==> config.mk <==
export PLATFORM = sky130hd
export DESIGN_NAME = shard_table_with_capacity_core
export DESIGN_NICKNAME = d
export VERILOG_FILES = /design/src/rtl/stwc_pkg.sv /design/src/rtl/stwc_cfg.sv /design/src/rtl/stwc_ctrl.sv /design/src/rtl/stwc_dp.sv /design/src/rtl/shard_table_with_capacity_core.sv
export SDC_FILE = /design/constraint.sdc
export NUM_CORES = 2
export LEC_CHECK = 0
export BUFFER_PORTS_ARGS = -buffer_cell sky130_fd_sc_hd__buf_2
export CAP_MARGIN = 20
export CORE_MARGIN = 5
export CORE_UTILIZATION = 29
export DETAILED_ROUTE_END_ITERATION = 10
export PLACE_DENSITY = 0.44
export SLEW_MARGIN = 5
export SYNTH_ARGS = -nofsm -noshare
export SYNTH_HDL_FRONTEND = slang
export SYNTH_HIERARCHICAL = 1
export SYNTH_SLANG_ARGS = --single-unit
==> constraint.sdc <==
create_clock -name i_clk -period 20.6 [get_ports i_clk]
set_input_delay 1.03 -clock i_clk [delete_from_list [all_inputs] [get_ports i_clk]]
set_output_delay 1.03 -clock i_clk [all_outputs]
set_load 0.05 [all_outputs]
==> src/rtl/stwc_pkg.sv <==
`timescale 1ns / 1ps
// ----------------------------------------------------------------------------
// stwc_pkg: shared types and constants for the shard table
// Record store geometry, operation and status codes, channel payloads and
// the control/status bundles between controller and datapath.
// ----------------------------------------------------------------------------
package stwc_pkg;

    // Table geometry (the entry_count field width is tied to this depth)
    localparam int ENTRIES  = 16;
    localparam int IDX_W    = $clog2(ENTRIES);
    localparam int COUNT_W  = $clog2(ENTRIES + 1);

    localparam int KEY_W    = 64;
    localparam int SIZE_W   = 32;
    localparam int CHECK_W  = 32;
    localparam int BYTES_W  = 48;

    // APB port geometry: registers at byte address 8*i
    localparam int PADDR_W  = 4;
    localparam int PDATA_W  = 64;

    typedef enum logic [1:0] {
        KIND_STORE  = 2'd0,
        KIND_READ   = 2'd1,
        KIND_DELETE = 2'd2,
        KIND_QUERY  = 2'd3
    } t_kind;

    typedef enum logic [2:0] {
        STAT_OK          = 3'd0,
        STAT_UNAVAILABLE = 3'd1,
        STAT_CAPACITY    = 3'd2,
        STAT_EXISTS      = 3'd3,
        STAT_NOT_FOUND   = 3'd4,
        STAT_FULL        = 3'd5
    } t_status;

    // Register index, taken from paddr[3]
    typedef enum logic {
        REG_CAPACITY = 1'b0,
        REG_ONLINE   = 1'b1
    } t_reg_idx;

    typedef enum logic {
        S_IDLE   = 1'b0,
        S_COMMIT = 1'b1
    } t_state;

    typedef struct packed {
        t_kind               kind;
        logic [KEY_W-1:0]    shard_key;
        logic [SIZE_W-1:0]   shard_size;
        logic [CHECK_W-1:0]  shard_checksum;
    } t_req;

    typedef struct packed {
        t_status             status;
        logic                found;
        logic [SIZE_W-1:0]   stored_size;
        logic [CHECK_W-1:0]  stored_checksum;
        logic [BYTES_W-1:0]  used_bytes;
        logic [COUNT_W-1:0]  entry_count;
    } t_rsp;

    typedef struct packed {
        logic [BYTES_W-1:0]  capacity_bytes;
        logic                node_online;
    } t_cfg;

    typedef struct packed {
        logic capture;   // latch the item and its lookup results
        logic commit;    // update the table and load the result
    } t_ctl_cmd;

    typedef struct packed {
        logic out_room;  // result register can take a new result
    } t_ctl_stat;

endpackage

==> src/rtl/stwc_cfg.sv <==
`timescale 1ns / 1ps
// ----------------------------------------------------------------------------
// stwc_cfg: configuration register file
// APB-style slave holding the byte capacity and the online flag.
// ----------------------------------------------------------------------------
module stwc_cfg
    import stwc_pkg::*;
(
    input  logic               i_clk,
    input  logic               i_rst_n,
    input  logic               psel,
    input  logic               penable,
    input  logic               pwrite,
    input  logic [PADDR_W-1:0] paddr,
    input  logic [PDATA_W-1:0] pwdata,
    output logic [PDATA_W-1:0] prdata,
    output logic               pready,
    output t_cfg               o_cfg
);

    t_cfg     r_cfg;
    t_reg_idx w_idx;
    logic     w_wr;

    assign pready = 1'b1;
    assign w_idx  = t_reg_idx'(paddr[3]);
    assign w_wr   = psel && penable && pwrite;

    always_ff @(posedge i_clk) begin
        if (!i_rst_n) begin
            r_cfg <= '0;
        end else if (w_wr) begin
            case (w_idx)
                REG_CAPACITY: r_cfg.capacity_bytes <= pwdata[BYTES_W-1:0];
                REG_ONLINE:   r_cfg.node_online    <= pwdata[0];
                default:      r_cfg                <= r_cfg;
            endcase
        end
    end

    always_comb begin
        case (w_idx)
            REG_CAPACITY: prdata = {{(PDATA_W-BYTES_W){1'b0}}, r_cfg.capacity_bytes};
            REG_ONLINE:   prdata = {{(PDATA_W-1){1'b0}}, r_cfg.node_online};
            default:      prdata = '0;
        endcase
    end

    assign o_cfg = r_cfg;

endmodule

==> src/rtl/stwc_ctrl.sv <==
`timescale 1ns / 1ps
// ----------------------------------------------------------------------------
// stwc_ctrl: operation sequencer
// Two-state controller: take an item, then commit it once the result
// register has room.
// ----------------------------------------------------------------------------
module stwc_ctrl
    import stwc_pkg::*;
(
    input  logic      i_clk,
    input  logic      i_rst_n,
    input  logic      i_in_valid,
    output logic      o_in_stall,
    input  t_ctl_stat i_stat,
    output t_ctl_cmd  o_cmd
);

    t_state r_state;
    t_state n_state;

    always_ff @(posedge i_clk) begin
        if (!i_rst_n) begin
            r_state <= S_IDLE;
        end else begin
            r_state <= n_state;
        end
    end

    always_comb begin
        n_state    = r_state;
        o_cmd      = '0;
        o_in_stall = 1'b1;
        case (r_state)
            S_IDLE: begin
                o_in_stall  = 1'b0;
                o_cmd.capture = i_in_valid;
                if (i_in_valid) begin
                    n_state = S_COMMIT;
                end
            end
            S_COMMIT: begin
                // hold until the previous result has left
                if (i_stat.out_room) begin
                    o_cmd.commit = 1'b1;
                    n_state      = S_IDLE;
                end
            end
            default: begin
                n_state = S_IDLE;
            end
        endcase
    end

endmodule

==> src/rtl/stwc_dp.sv <==
`timescale 1ns / 1ps
// ----------------------------------------------------------------------------
// stwc_dp: record table datapath
// Record registers, parallel key match, free-slot search, byte and record
// counters, and the result register.
// ----------------------------------------------------------------------------
module stwc_dp
    import stwc_pkg::*;
(
    input  logic      i_clk,
    input  logic      i_rst_n,
    input  t_req      i_req,
    input  t_cfg      i_cfg,
    input  t_ctl_cmd  i_cmd,
    output t_ctl_stat o_stat,
    input  logic      i_out_stall,
    output logic      o_out_valid,
    output t_rsp      o_out_item
);

    // record table
    logic [ENTRIES-1:0]  r_valid;
    logic [KEY_W-1:0]    r_key   [ENTRIES];
    logic [SIZE_W-1:0]   r_size  [ENTRIES];
    logic [CHECK_W-1:0]  r_check [ENTRIES];
    logic [BYTES_W-1:0]  r_used;
    logic [COUNT_W-1:0]  r_count;

    // captured item and lookup results
    t_req                r_req;
    logic                r_hit;
    logic [IDX_W-1:0]    r_hit_idx;
    logic                r_has_free;
    logic [IDX_W-1:0]    r_free_idx;
    logic                r_cap_over;

    // result register
    logic                r_out_valid;
    t_rsp                r_out_item;

    logic                w_hit;
    logic [IDX_W-1:0]    w_hit_idx;
    logic                w_has_free;
    logic [IDX_W-1:0]    w_free_idx;
    logic                w_cap_over;

    t_status             n_status;
    logic                n_store;
    logic                n_delete;
    logic                n_rd;
    logic [BYTES_W-1:0]  n_used;
    logic [COUNT_W-1:0]  n_count;
    logic [SIZE_W-1:0]   w_hit_size;

    // lowest matching slot and lowest free slot
    always_comb begin
        w_hit      = 1'b0;
        w_hit_idx  = '0;
        w_has_free = 1'b0;
        w_free_idx = '0;
        for (int i = ENTRIES - 1; i >= 0; i--) begin
            if (r_valid[i] && (r_key[i] == i_req.shard_key)) begin
                w_hit     = 1'b1;
                w_hit_idx = IDX_W'(i);
            end
            if (!r_valid[i]) begin
                w_has_free = 1'b1;
                w_free_idx = IDX_W'(i);
            end
        end
    end

    assign w_cap_over = ({1'b0, r_used} + {{(BYTES_W-SIZE_W+1){1'b0}}, i_req.shard_size})
                        > {1'b0, i_cfg.capacity_bytes};

    always_ff @(posedge i_clk) begin
        if (i_cmd.capture) begin
            r_req      <= i_req;
            r_hit      <= w_hit;
            r_hit_idx  <= w_hit_idx;
            r_has_free <= w_has_free;
            r_free_idx <= w_free_idx;
            r_cap_over <= w_cap_over;
        end
    end

    assign w_hit_size = r_size[r_hit_idx];

    // operation decision
    always_comb begin
        n_status = STAT_OK;
        n_store  = 1'b0;
        n_delete = 1'b0;
        n_rd     = 1'b0;
        n_used   = r_used;
        n_count  = r_count;
        case (r_req.kind)
            KIND_STORE: begin
                if (!i_cfg.node_online) begin
                    n_status = STAT_UNAVAILABLE;
                end else if (r_cap_over) begin
                    n_status = STAT_CAPACITY;
                end else if (r_hit) begin
                    n_status = STAT_EXISTS;
                end else if (!r_has_free) begin
                    n_status = STAT_FULL;
                end else begin
                    n_store = 1'b1;
                    n_used  = r_used + {{(BYTES_W-SIZE_W){1'b0}}, r_req.shard_size};
                    n_count = r_count + COUNT_W'(1);
                end
            end
            KIND_READ: begin
                if (!i_cfg.node_online) begin
                    n_status = STAT_UNAVAILABLE;
                end else if (!r_hit) begin
                    n_status = STAT_NOT_FOUND;
                end else begin
                    n_rd = 1'b1;
                end
            end
            KIND_DELETE: begin
                if (!r_hit) begin
                    n_status = STAT_NOT_FOUND;
                end else begin
                    n_delete = 1'b1;
                    // saturate at zero
                    if (r_used >= {{(BYTES_W-SIZE_W){1'b0}}, w_hit_size}) begin
                        n_used = r_used - {{(BYTES_W-SIZE_W){1'b0}}, w_hit_size};
                    end else begin
                        n_used = '0;
                    end
                    if (r_count != '0) begin
                        n_count = r_count - COUNT_W'(1);
                    end
                end
            end
            KIND_QUERY: begin
                n_status = STAT_OK;
            end
            default: begin
                n_status = STAT_OK;
            end
        endcase
    end

    always_ff @(posedge i_clk) begin
        if (!i_rst_n) begin
            r_valid <= '0;
            r_used  <= '0;
            r_count <= '0;
        end else if (i_cmd.commit) begin
            r_used  <= n_used;
            r_count <= n_count;
            if (n_store) begin
                r_valid[r_free_idx] <= 1'b1;
            end
            if (n_delete) begin
                r_valid[r_hit_idx] <= 1'b0;
            end
        end
    end

    always_ff @(posedge i_clk) begin
        if (i_cmd.commit && n_store) begin
            r_key[r_free_idx]   <= r_req.shard_key;
            r_size[r_free_idx]  <= r_req.shard_size;
            r_check[r_free_idx] <= r_req.shard_checksum;
        end
    end

    // result register
    always_ff @(posedge i_clk) begin
        if (!i_rst_n) begin
            r_out_valid <= 1'b0;
        end else if (i_cmd.commit) begin
            r_out_valid <= 1'b1;
        end else if (!i_out_stall) begin
            r_out_valid <= 1'b0;
        end
    end

    always_ff @(posedge i_clk) begin
        if (i_cmd.commit) begin
            r_out_item.status          <= n_status;
            r_out_item.found           <= r_hit;
            r_out_item.stored_size     <= n_rd ? w_hit_size : '0;
            r_out_item.stored_checksum <= n_rd ? r_check[r_hit_idx] : '0;
            r_out_item.used_bytes      <= n_used;
            r_out_item.entry_count     <= n_count;
        end
    end

    assign o_stat.out_room = !r_out_valid || !i_out_stall;
    assign o_out_valid     = r_out_valid;
    assign o_out_item      = r_out_item;

endmodule

==> src/rtl/shard_table_with_capacity_core.sv <==
`timescale 1ns / 1ps
// ----------------------------------------------------------------------------
// shard_table_with_capacity_core: keyed shard metadata table with byte limit
// Holds up to ENTRIES records (key, size, checksum) and a running byte total
// checked against a programmable capacity.
// ----------------------------------------------------------------------------
// Usage:
//   Input channel (i_in_valid / o_in_stall / i_in_item) carries one operation
//   per transaction: store, read, delete or presence query. Output channel
//   (o_out_valid / i_out_stall / o_out_item) returns exactly one result per
//   operation, in order.
//   Sequencing: the two-state sequencer captures an accepted transaction
//   with its lookup results (parallel key match against all records), then
//   commits it (table and counter update, result register load); the input
//   stalls until that commit, so a new operation waits for the previous one.
//   A pending result in the output register does not block acceptance of the
//   next transaction; the commit of that next one waits until the output
//   register drains, and the input stalls meanwhile.
//   Reset (i_rst_n low, synchronous) clears all valid marks, the byte total,
//   the record count, capacity and the online flag. No clearing pass is
//   needed; the block accepts transactions as soon as reset is released.
//   Configuration: APB write to address 0 (capacity, 48 bits) or 8 (online
//   flag, bit 0); write only while no transaction is in flight.
// ----------------------------------------------------------------------------
module shard_table_with_capacity_core
    import stwc_pkg::*;
(
    input  logic               i_clk,
    input  logic               i_rst_n,

    // APB configuration port
    input  logic               psel,
    input  logic               penable,
    input  logic               pwrite,
    input  logic [PADDR_W-1:0] paddr,
    input  logic [PDATA_W-1:0] pwdata,
    output logic [PDATA_W-1:0] prdata,
    output logic               pready,

    // operation channel
    input  logic               i_in_valid,
    output logic               o_in_stall,
    input  t_req               i_in_item,

    // result channel
    output logic               o_out_valid,
    input  logic               i_out_stall,
    output t_rsp               o_out_item
);

    t_cfg      w_cfg;
    t_ctl_cmd  w_cmd;
    t_ctl_stat w_stat;

    // capacity and online flag
    stwc_cfg u_cfg (
        .i_clk   (i_clk),
        .i_rst_n (i_rst_n),
        .psel    (psel),
        .penable (penable),
        .pwrite  (pwrite),
        .paddr   (paddr),
        .pwdata  (pwdata),
        .prdata  (prdata),
        .pready  (pready),
        .o_cfg   (w_cfg)
    );

    // capture on accept, commit once the result register has room
    stwc_ctrl u_ctrl (
        .i_clk      (i_clk),
        .i_rst_n    (i_rst_n),
        .i_in_valid (i_in_valid),
        .o_in_stall (o_in_stall),
        .i_stat     (w_stat),
        .o_cmd      (w_cmd)
    );

    // record table, lookup, counters and result register
    stwc_dp u_dp (
        .i_clk       (i_clk),
        .i_rst_n     (i_rst_n),
        .i_req       (i_in_item),
        .i_cfg       (w_cfg),
        .i_cmd       (w_cmd),
        .o_stat      (w_stat),
        .i_out_stall (i_out_stall),
        .o_out_valid (o_out_valid),
        .o_out_item  (o_out_item)
    );

endmodule

Word level (Yosys, flattened, before mapping)
Memory sizes are Yosys's and may differ from the RTL's. A register that Yosys moved wholly into a read port is not among the register bits.
Cells that the tools add are included.

storage, ports and cells
  flip-flop bits (word level) = 350
  latch bits = 0
  RAM bits = 2,048
  memory bits (read-only) = 0
  logic and storage cells = 185
  memories = 3

memories
  name          depth  bits a word  read ports  clocked after memory_dff  write ports  line           source
  u_dp.r_key    16     64           16          0                         1            stwc_dp.sv:23  logic [KEY_W-1:0] r_key [ENTRIES];
  u_dp.r_check  16     32           1           1                         1            stwc_dp.sv:25  logic [CHECK_W-1:0] r_check [ENTRIES];
  u_dp.r_size   16     32           1           0                         1            stwc_dp.sv:24  logic [SIZE_W-1:0] r_size [ENTRIES];

cells by class
  add/subtract/negate cells = 5
  multiply operators = 0
  div/mod/pow operators = 0
  $lt $le $gt $ge = 6
  eq/ne operators = 20
  shift operators = 0
  mux-type cells = 82
  bitwise operators = 5
  reductions and logical operators = 37

operators with widths
  operator              number
  $eq A64 B64 Y1        16
  $mux W48              6
  $pmux W64 S2          1
  $pmux W48 S2          1
  $mux W16              4
  $mux W4               16
  $add A48 B32 Y49      1
  $gt A49 B48 Y1        1
  $add A48 B32 Y48      1
  $ge A48 B32 Y1        1
  $sub A48 B32 Y48      1
  $mux W3               14
  $mux W5               6
  $mux W1               25
  $logic_and A1 B1 Y1   21
  $and A16 B16 Y16      1
  $not A16 Y16          1
  $or A16 B16 Y16       1
  $reduce_and A15 Y1    1
  $reduce_or A15 Y1     1
  $pmux W3 S4           1
  $lt A4 B5 Y1 const B  2
  $pmux W5 S2           1
  $demux W1 S4          2
  19 further kinds      29

Longest topological paths before layout
An unclocked memory read counts as a cell.

  word-level depth = 18
  mapped depth = 22
  gate-level depth less buffers = 22

Hierarchy
The synthesis kept the hierarchy.

by module, submodules not included
  module     instances  cells an instance  area each (um2)
  stwc_dp    1          6,031              100,639.0
  stwc_cfg   1          286                2,408.6
  stwc_ctrl  1          5                  46.3

Least setup slack after synthesis
No wires, ideal clock.

  kind = in2reg
  from = in i_out_stall
  to = reg u_dp.r_valid[0]
  setup time = 0.098 ns
  data arrival time = 15.054 ns
  required time = 20.502 ns
  path slack = 5.449 ns
  stages = 6
  cells stage by stage = nand2_1 and2_1 inv_1 or4_1 nor3_1 o221a_2

RTL lines
  what                             line                                  source
  from (decl)                      shard_table_with_capacity_core.sv:47  input logic i_out_stall,
  to (signal assigned)             stwc_dp.sv:149                        r_valid <= '0;
  to (signal, indexed assignment)  stwc_dp.sv:156                        r_valid[r_free_idx] <= 1'b1;
  to (signal, indexed assignment)  stwc_dp.sv:159                        r_valid[r_hit_idx] <= 1'b0;
  to (decl)                        stwc_dp.sv:22                         logic [ENTRIES-1:0] r_valid;

Worst setup path after layout
  from = reg u_dp.r_hit_idx[1]
  to = reg u_dp.r_out_item (netlist bit u_dp/o_out_item[22]), data pin

between the ends
  longest elaborated chain between the ends = 5

RTL lines
  what                                                       line                            source
  from (decl)                                                stwc_dp.sv:32                   logic [IDX_W-1:0] r_hit_idx;
  from (signal assigned)                                     stwc_dp.sv:80                   r_hit_idx <= w_hit_idx;
  $mem_v2 Z16 W32 (*)                                        --
  $sub A48 B32 Y48 / $ge A48 B32 Y1 (equally long branches)  stwc_dp.sv:129, stwc_dp.sv:128
  $mux W48 (*)                                               stwc_dp.sv:128                  if (r_used >= {{(BYTES_W-SIZE_W){1'b0}}, w_hit_size}) begin
  $mux W48 (*)                                               stwc_dp.sv:123                  if (!r_hit) begin
  $pmux W48 S2 (*)                                           stwc_dp.sv:97                   case (r_req.kind)
  via u_dp.n_used[17]                                        stwc_dp.sv:51                   logic [BYTES_W-1:0] n_used;
  to (decl)                                                  stwc_dp.sv:39                   t_rsp r_out_item;

The timed path passes the listed nets; every way through them passes the cells marked *.
A chain may end at the register's enable or synchronous reset.

==> results.sh <==
export IMPL_die_h_um=606
export IMPL_root_buffer="clkbuf_16"
export IMPL_fmax_mhz=145
export IMPL_layout_commonest_cell="edfxtp_1"
export IMPL_grt_overflow_total=0
export IMPL_worstPathMaxFanout=65
export IMPL_ys_seq_area_share_pct=69.6
export IMPL_sw_frac_of_total_pct=23.6
export IMPL_rr_worst_depth=15
export IMPL_wl_mm=382
export IMPL_clock_sinks=2430
export IMPL_rsz0062_at_grt="false"
export IMPL_drtIter0Drc=6830
export IMPL_drtPass1Iterations=5
export IMPL_worstReg2RegStart="u_dp/r_hit_idx[1]"
export IMPL_synth_top_flop_cell="edfxtp_1"
export IMPL_syn_avg_cell_area_um2=16.3
export IMPL_async_flop_share_pct=0
export IMPL_whs_ps=341
export IMPL_ir_worst_vdd_mv=0.0622
export IMPL_ant_nets=0
export IMPL_yosys_register_bits=2430
export IMPL_power_density_nw_per_um2=91.4
export IMPL_grt_usage_pct=20.1
export IMPL_die_x_um=606
export IMPL_startpoint="u_dp/r_hit_idx[1]"
export IMPL_nNetsFinal=7243
export IMPL_start_util_pct=29.0
export IMPL_power_share_sequential_pct=50.3
export IMPL_wl_per_cell_um=32.2
export IMPL_hpwl_mm=231
export IMPL_end_kind="flip-flop"
export IMPL_n_fill_cell=34500
export IMPL_ys_warn_count=6
export IMPL_vias=61700
export IMPL_hold_viol=0
export IMPL_clock_path_buffers=4
export IMPL_postCtsSetupRepairBufs=0
export IMPL_viasPerCell=5.20
export IMPL_clkTransAtPathRegs_ps=60
export IMPL_period_needed_ps=6880
export IMPL_syn_inst=6322
export IMPL_port_buffers=356
export IMPL_yosys_top_cells_area="edfxtp_1 67%, mux4_2 7.0%, xnor2_1 4.3%"
export IMPL_final_cell_mix="2310 x edfxtp_1, 508 x xnor2_1, 381 x xor2_1"
export IMPL_drcViolationCount=0
export IMPL_slew_headroom_pct=9.50
export IMPL_max_slew_worst_pin_slew_ps=1350
export IMPL_rows=219
export IMPL_grt_pass1_vias=60400
export IMPL_antenna_found_initial=66
export IMPL_power_frac_comb_pct=6.7
export IMPL_critical_path_class="flip-flop to flip-flop"
export IMPL_fin_util_pct=33.8
export IMPL_finalSetupViolCount=0
export IMPL_p_clk_share_pct=43.0
export IMPL_grt_pass1_wl_mm=514
export IMPL_synth_edf_count=2310
export IMPL_yosysUniqueCellTypes=108
export IMPL_switchingPower_mw=2.59
export IMPL_fin_ws_ps=13720
export IMPL_crit_required_ps=21110
export IMPL_outcome="finished, final reports clean"
export IMPL_numCtsBuffers=276
export IMPL_rrSetupSlack_ps=13720
export IMPL_intPower_mw=8.37
export IMPL_synth_area_um2=103000
export IMPL_htreeDepth=5
export IMPL_cts_resized=0
export IMPL_area_growth_pct=16.3
export IMPL_cp_endpoint="u_dp/o_out_item[22]"
export IMPL_tritoncts="done"
export IMPL_ios=393
export IMPL_crit_arrival_ps=7390
export IMPL_core_area_um2=355000
export IMPL_worstReg2RegEnd="u_dp/o_out_item[22]"
export IMPL_fin_worst_skew_ps=69.1
export IMPL_cap_violations=0
export IMPL_setup_tns_ps=0
export IMPL_clk_latency_ps=870
export IMPL_hp_class="input port to flip-flop"
export IMPL_yosysTopAreaCellShare_pct=67.3
export IMPL_ctsHoldBuffers=0
export IMPL_slew_viol_final=0
export IMPL_min_path_cells=1
export IMPL_drive_gt1_share_pct=19.1
export IMPL_dp_slack_ps=13400
export IMPL_place_congestion=0.909
export IMPL_fin_crit_sh_pct=33.4
export IMPL_dieArea_um2=368000
export IMPL_finalPower_mw=11.0
export IMPL_synth_top_area_cell="edfxtp_1"
export IMPL_worst_setup_path_start_kind="flip-flop"
export IMPL_power_leakage_nw=39.0
export IMPL_grt_max_degree=111
-- sequential cells by signal, summed over array words and instances, names as in the netlist --
register          cells
u_dp/r_cap_over       1
u_dp/o_out_item     121
u_dp/o_out_valid      1
u_dp/r_free_idx       4
u_dp/r_req          130
u_dp/r_count          5
u_dp/r_hit_idx        4
u_ctrl/r_state        1
u_dp/r_check        512
u_dp/r_valid         16
u_dp/r_hit            1
u_dp/r_has_free       1
u_dp/r_size         512
u_dp/r_key         1024
u_dp/r_used          48
u_cfg/o_cfg          49
-- how the worst min path moves through the flow --
stage / slack, ps / end / from
finish: 340 / u_dp/r_req[2] / i_in_item[2]
global placement: 430 / u_dp/r_key[13][6] / u_dp/r_req[70]
detailed placement: 430 / u_dp/r_key[3][56] / u_dp/r_req[120]
global route: 310 / u_dp/r_req[4] / i_in_item[4]
floorplan: 440 / u_cfg/o_cfg[10] / u_cfg/o_cfg[10]
CTS: 270 / u_dp/r_req[2] / i_in_item[2]
-- layout make-up --
cell class                 instances  area [µm²]  share of cell area (%)
clock buffer                     355        7400                    6.18
multi-input combinational       3350       29200                    24.3
inverter                         244         916                   0.764
timing repair buffer             587        3590                    3.00
antenna                           22        55.1                  0.0459
clock inverter                   124        1020                   0.850
tap                             4751        5940                    4.96
sequential                      2430       71800                    59.9
-- cells in the mapped netlist, drive strengths merged, types with 9 or more instances --
master,n
a21o,47
nor2,192
nor4b,9
a222oi,12
and2,49
o2111ai,9
xor2,381
o221ai,15
a22o,19
nand4,192
nand3b,13
nand2,252
inv,237
a221oi,51
nand2b,29
a22oi,38
or3,19
or4,10
o21ai,120
a21boi,9
nand3,66
o221a,17
o31ai,9
a211oi,23
and3,12
clkbuf,152
o2bb2ai,22
nor2b,66
a31oi,23
o21bai,15
a21oi,164
edfxtp,2310
nor3,63
mux2i,57
xnor2,508
buf,161
mux4,320
o22ai,82
ha,146
dfxtp,120
nor4,136
o21a,11
o211ai,27
-- critical path, stage by stage, from the launching register on --
cell      delay [ps]
edfxtp_1         340
buf_4            800
buf_4            920
mux4_2           430
mux4_2           530
inv_1            140
ha_1             340
nand4_1          260
nor4_1           670
nand2_1          100
a21oi_1          370
nor2_1           120
a21oi_2          150
buf_4            350
a22oi_1          190
o21ai_0          680
-- per-layer routing --
metal | part of all wire (%) | routed length [µm] | vias up | global-route usage, %
li1 | - | - | 25700 | -
met1 | 43 | 164000 | 32700 | 27.6
met2 | 47 | 179000 | 2693 | 32.8
met3 | 6.4 | 24400 | 646 | 2.74
met4 | 4.1 | 15700 | 4 | 7.00
met5 | 0.0039 | 15 | - | 0
-- per-stage QoR --
stage          instances  cell area [µm²]
2_1_floorplan       6337           103000
3_3_place_gp       11400           111000
3_5_place_dp       11400           111000
4_1_cts            11800           120000
5_1_grt            11800           120000
6_report           11900           120000
-- power groups by stage --
stage	logic (mW)	clock network [mW]	registers, mW
5_1_grt	0.757	5.03	5.51
4_1_cts	0.727	4.84	5.51
3_5_place_dp	0.725	0	5.62
3_3_place_gp	0.725	0	5.61
2_1_floorplan	0.358	0	5.63
6_report	0.729	4.72	5.51
-- logic make-up (layout without fill, tap and decap cells) --
| kind of cell | Yosys count | count (layout) | synth area share (%) |
|---|---|---|---|
| flops | 2430 | 2430 | 69.6 |
| simple gates | 1132 | 1132 | 5.80 |
| xor+xnor | 889 | 889 | 7.55 |
| compound gates | 784 | 784 | 5.35 |
| buf+inv | 557 | 1310 | 2.28 |
| mux | 379 | 379 | 7.57 |
| fa+ha+maj | 149 | 149 | 1.83 |
| other cells | 2 | 39 | 0.00728 |
(Power assumes the default switching activity.)
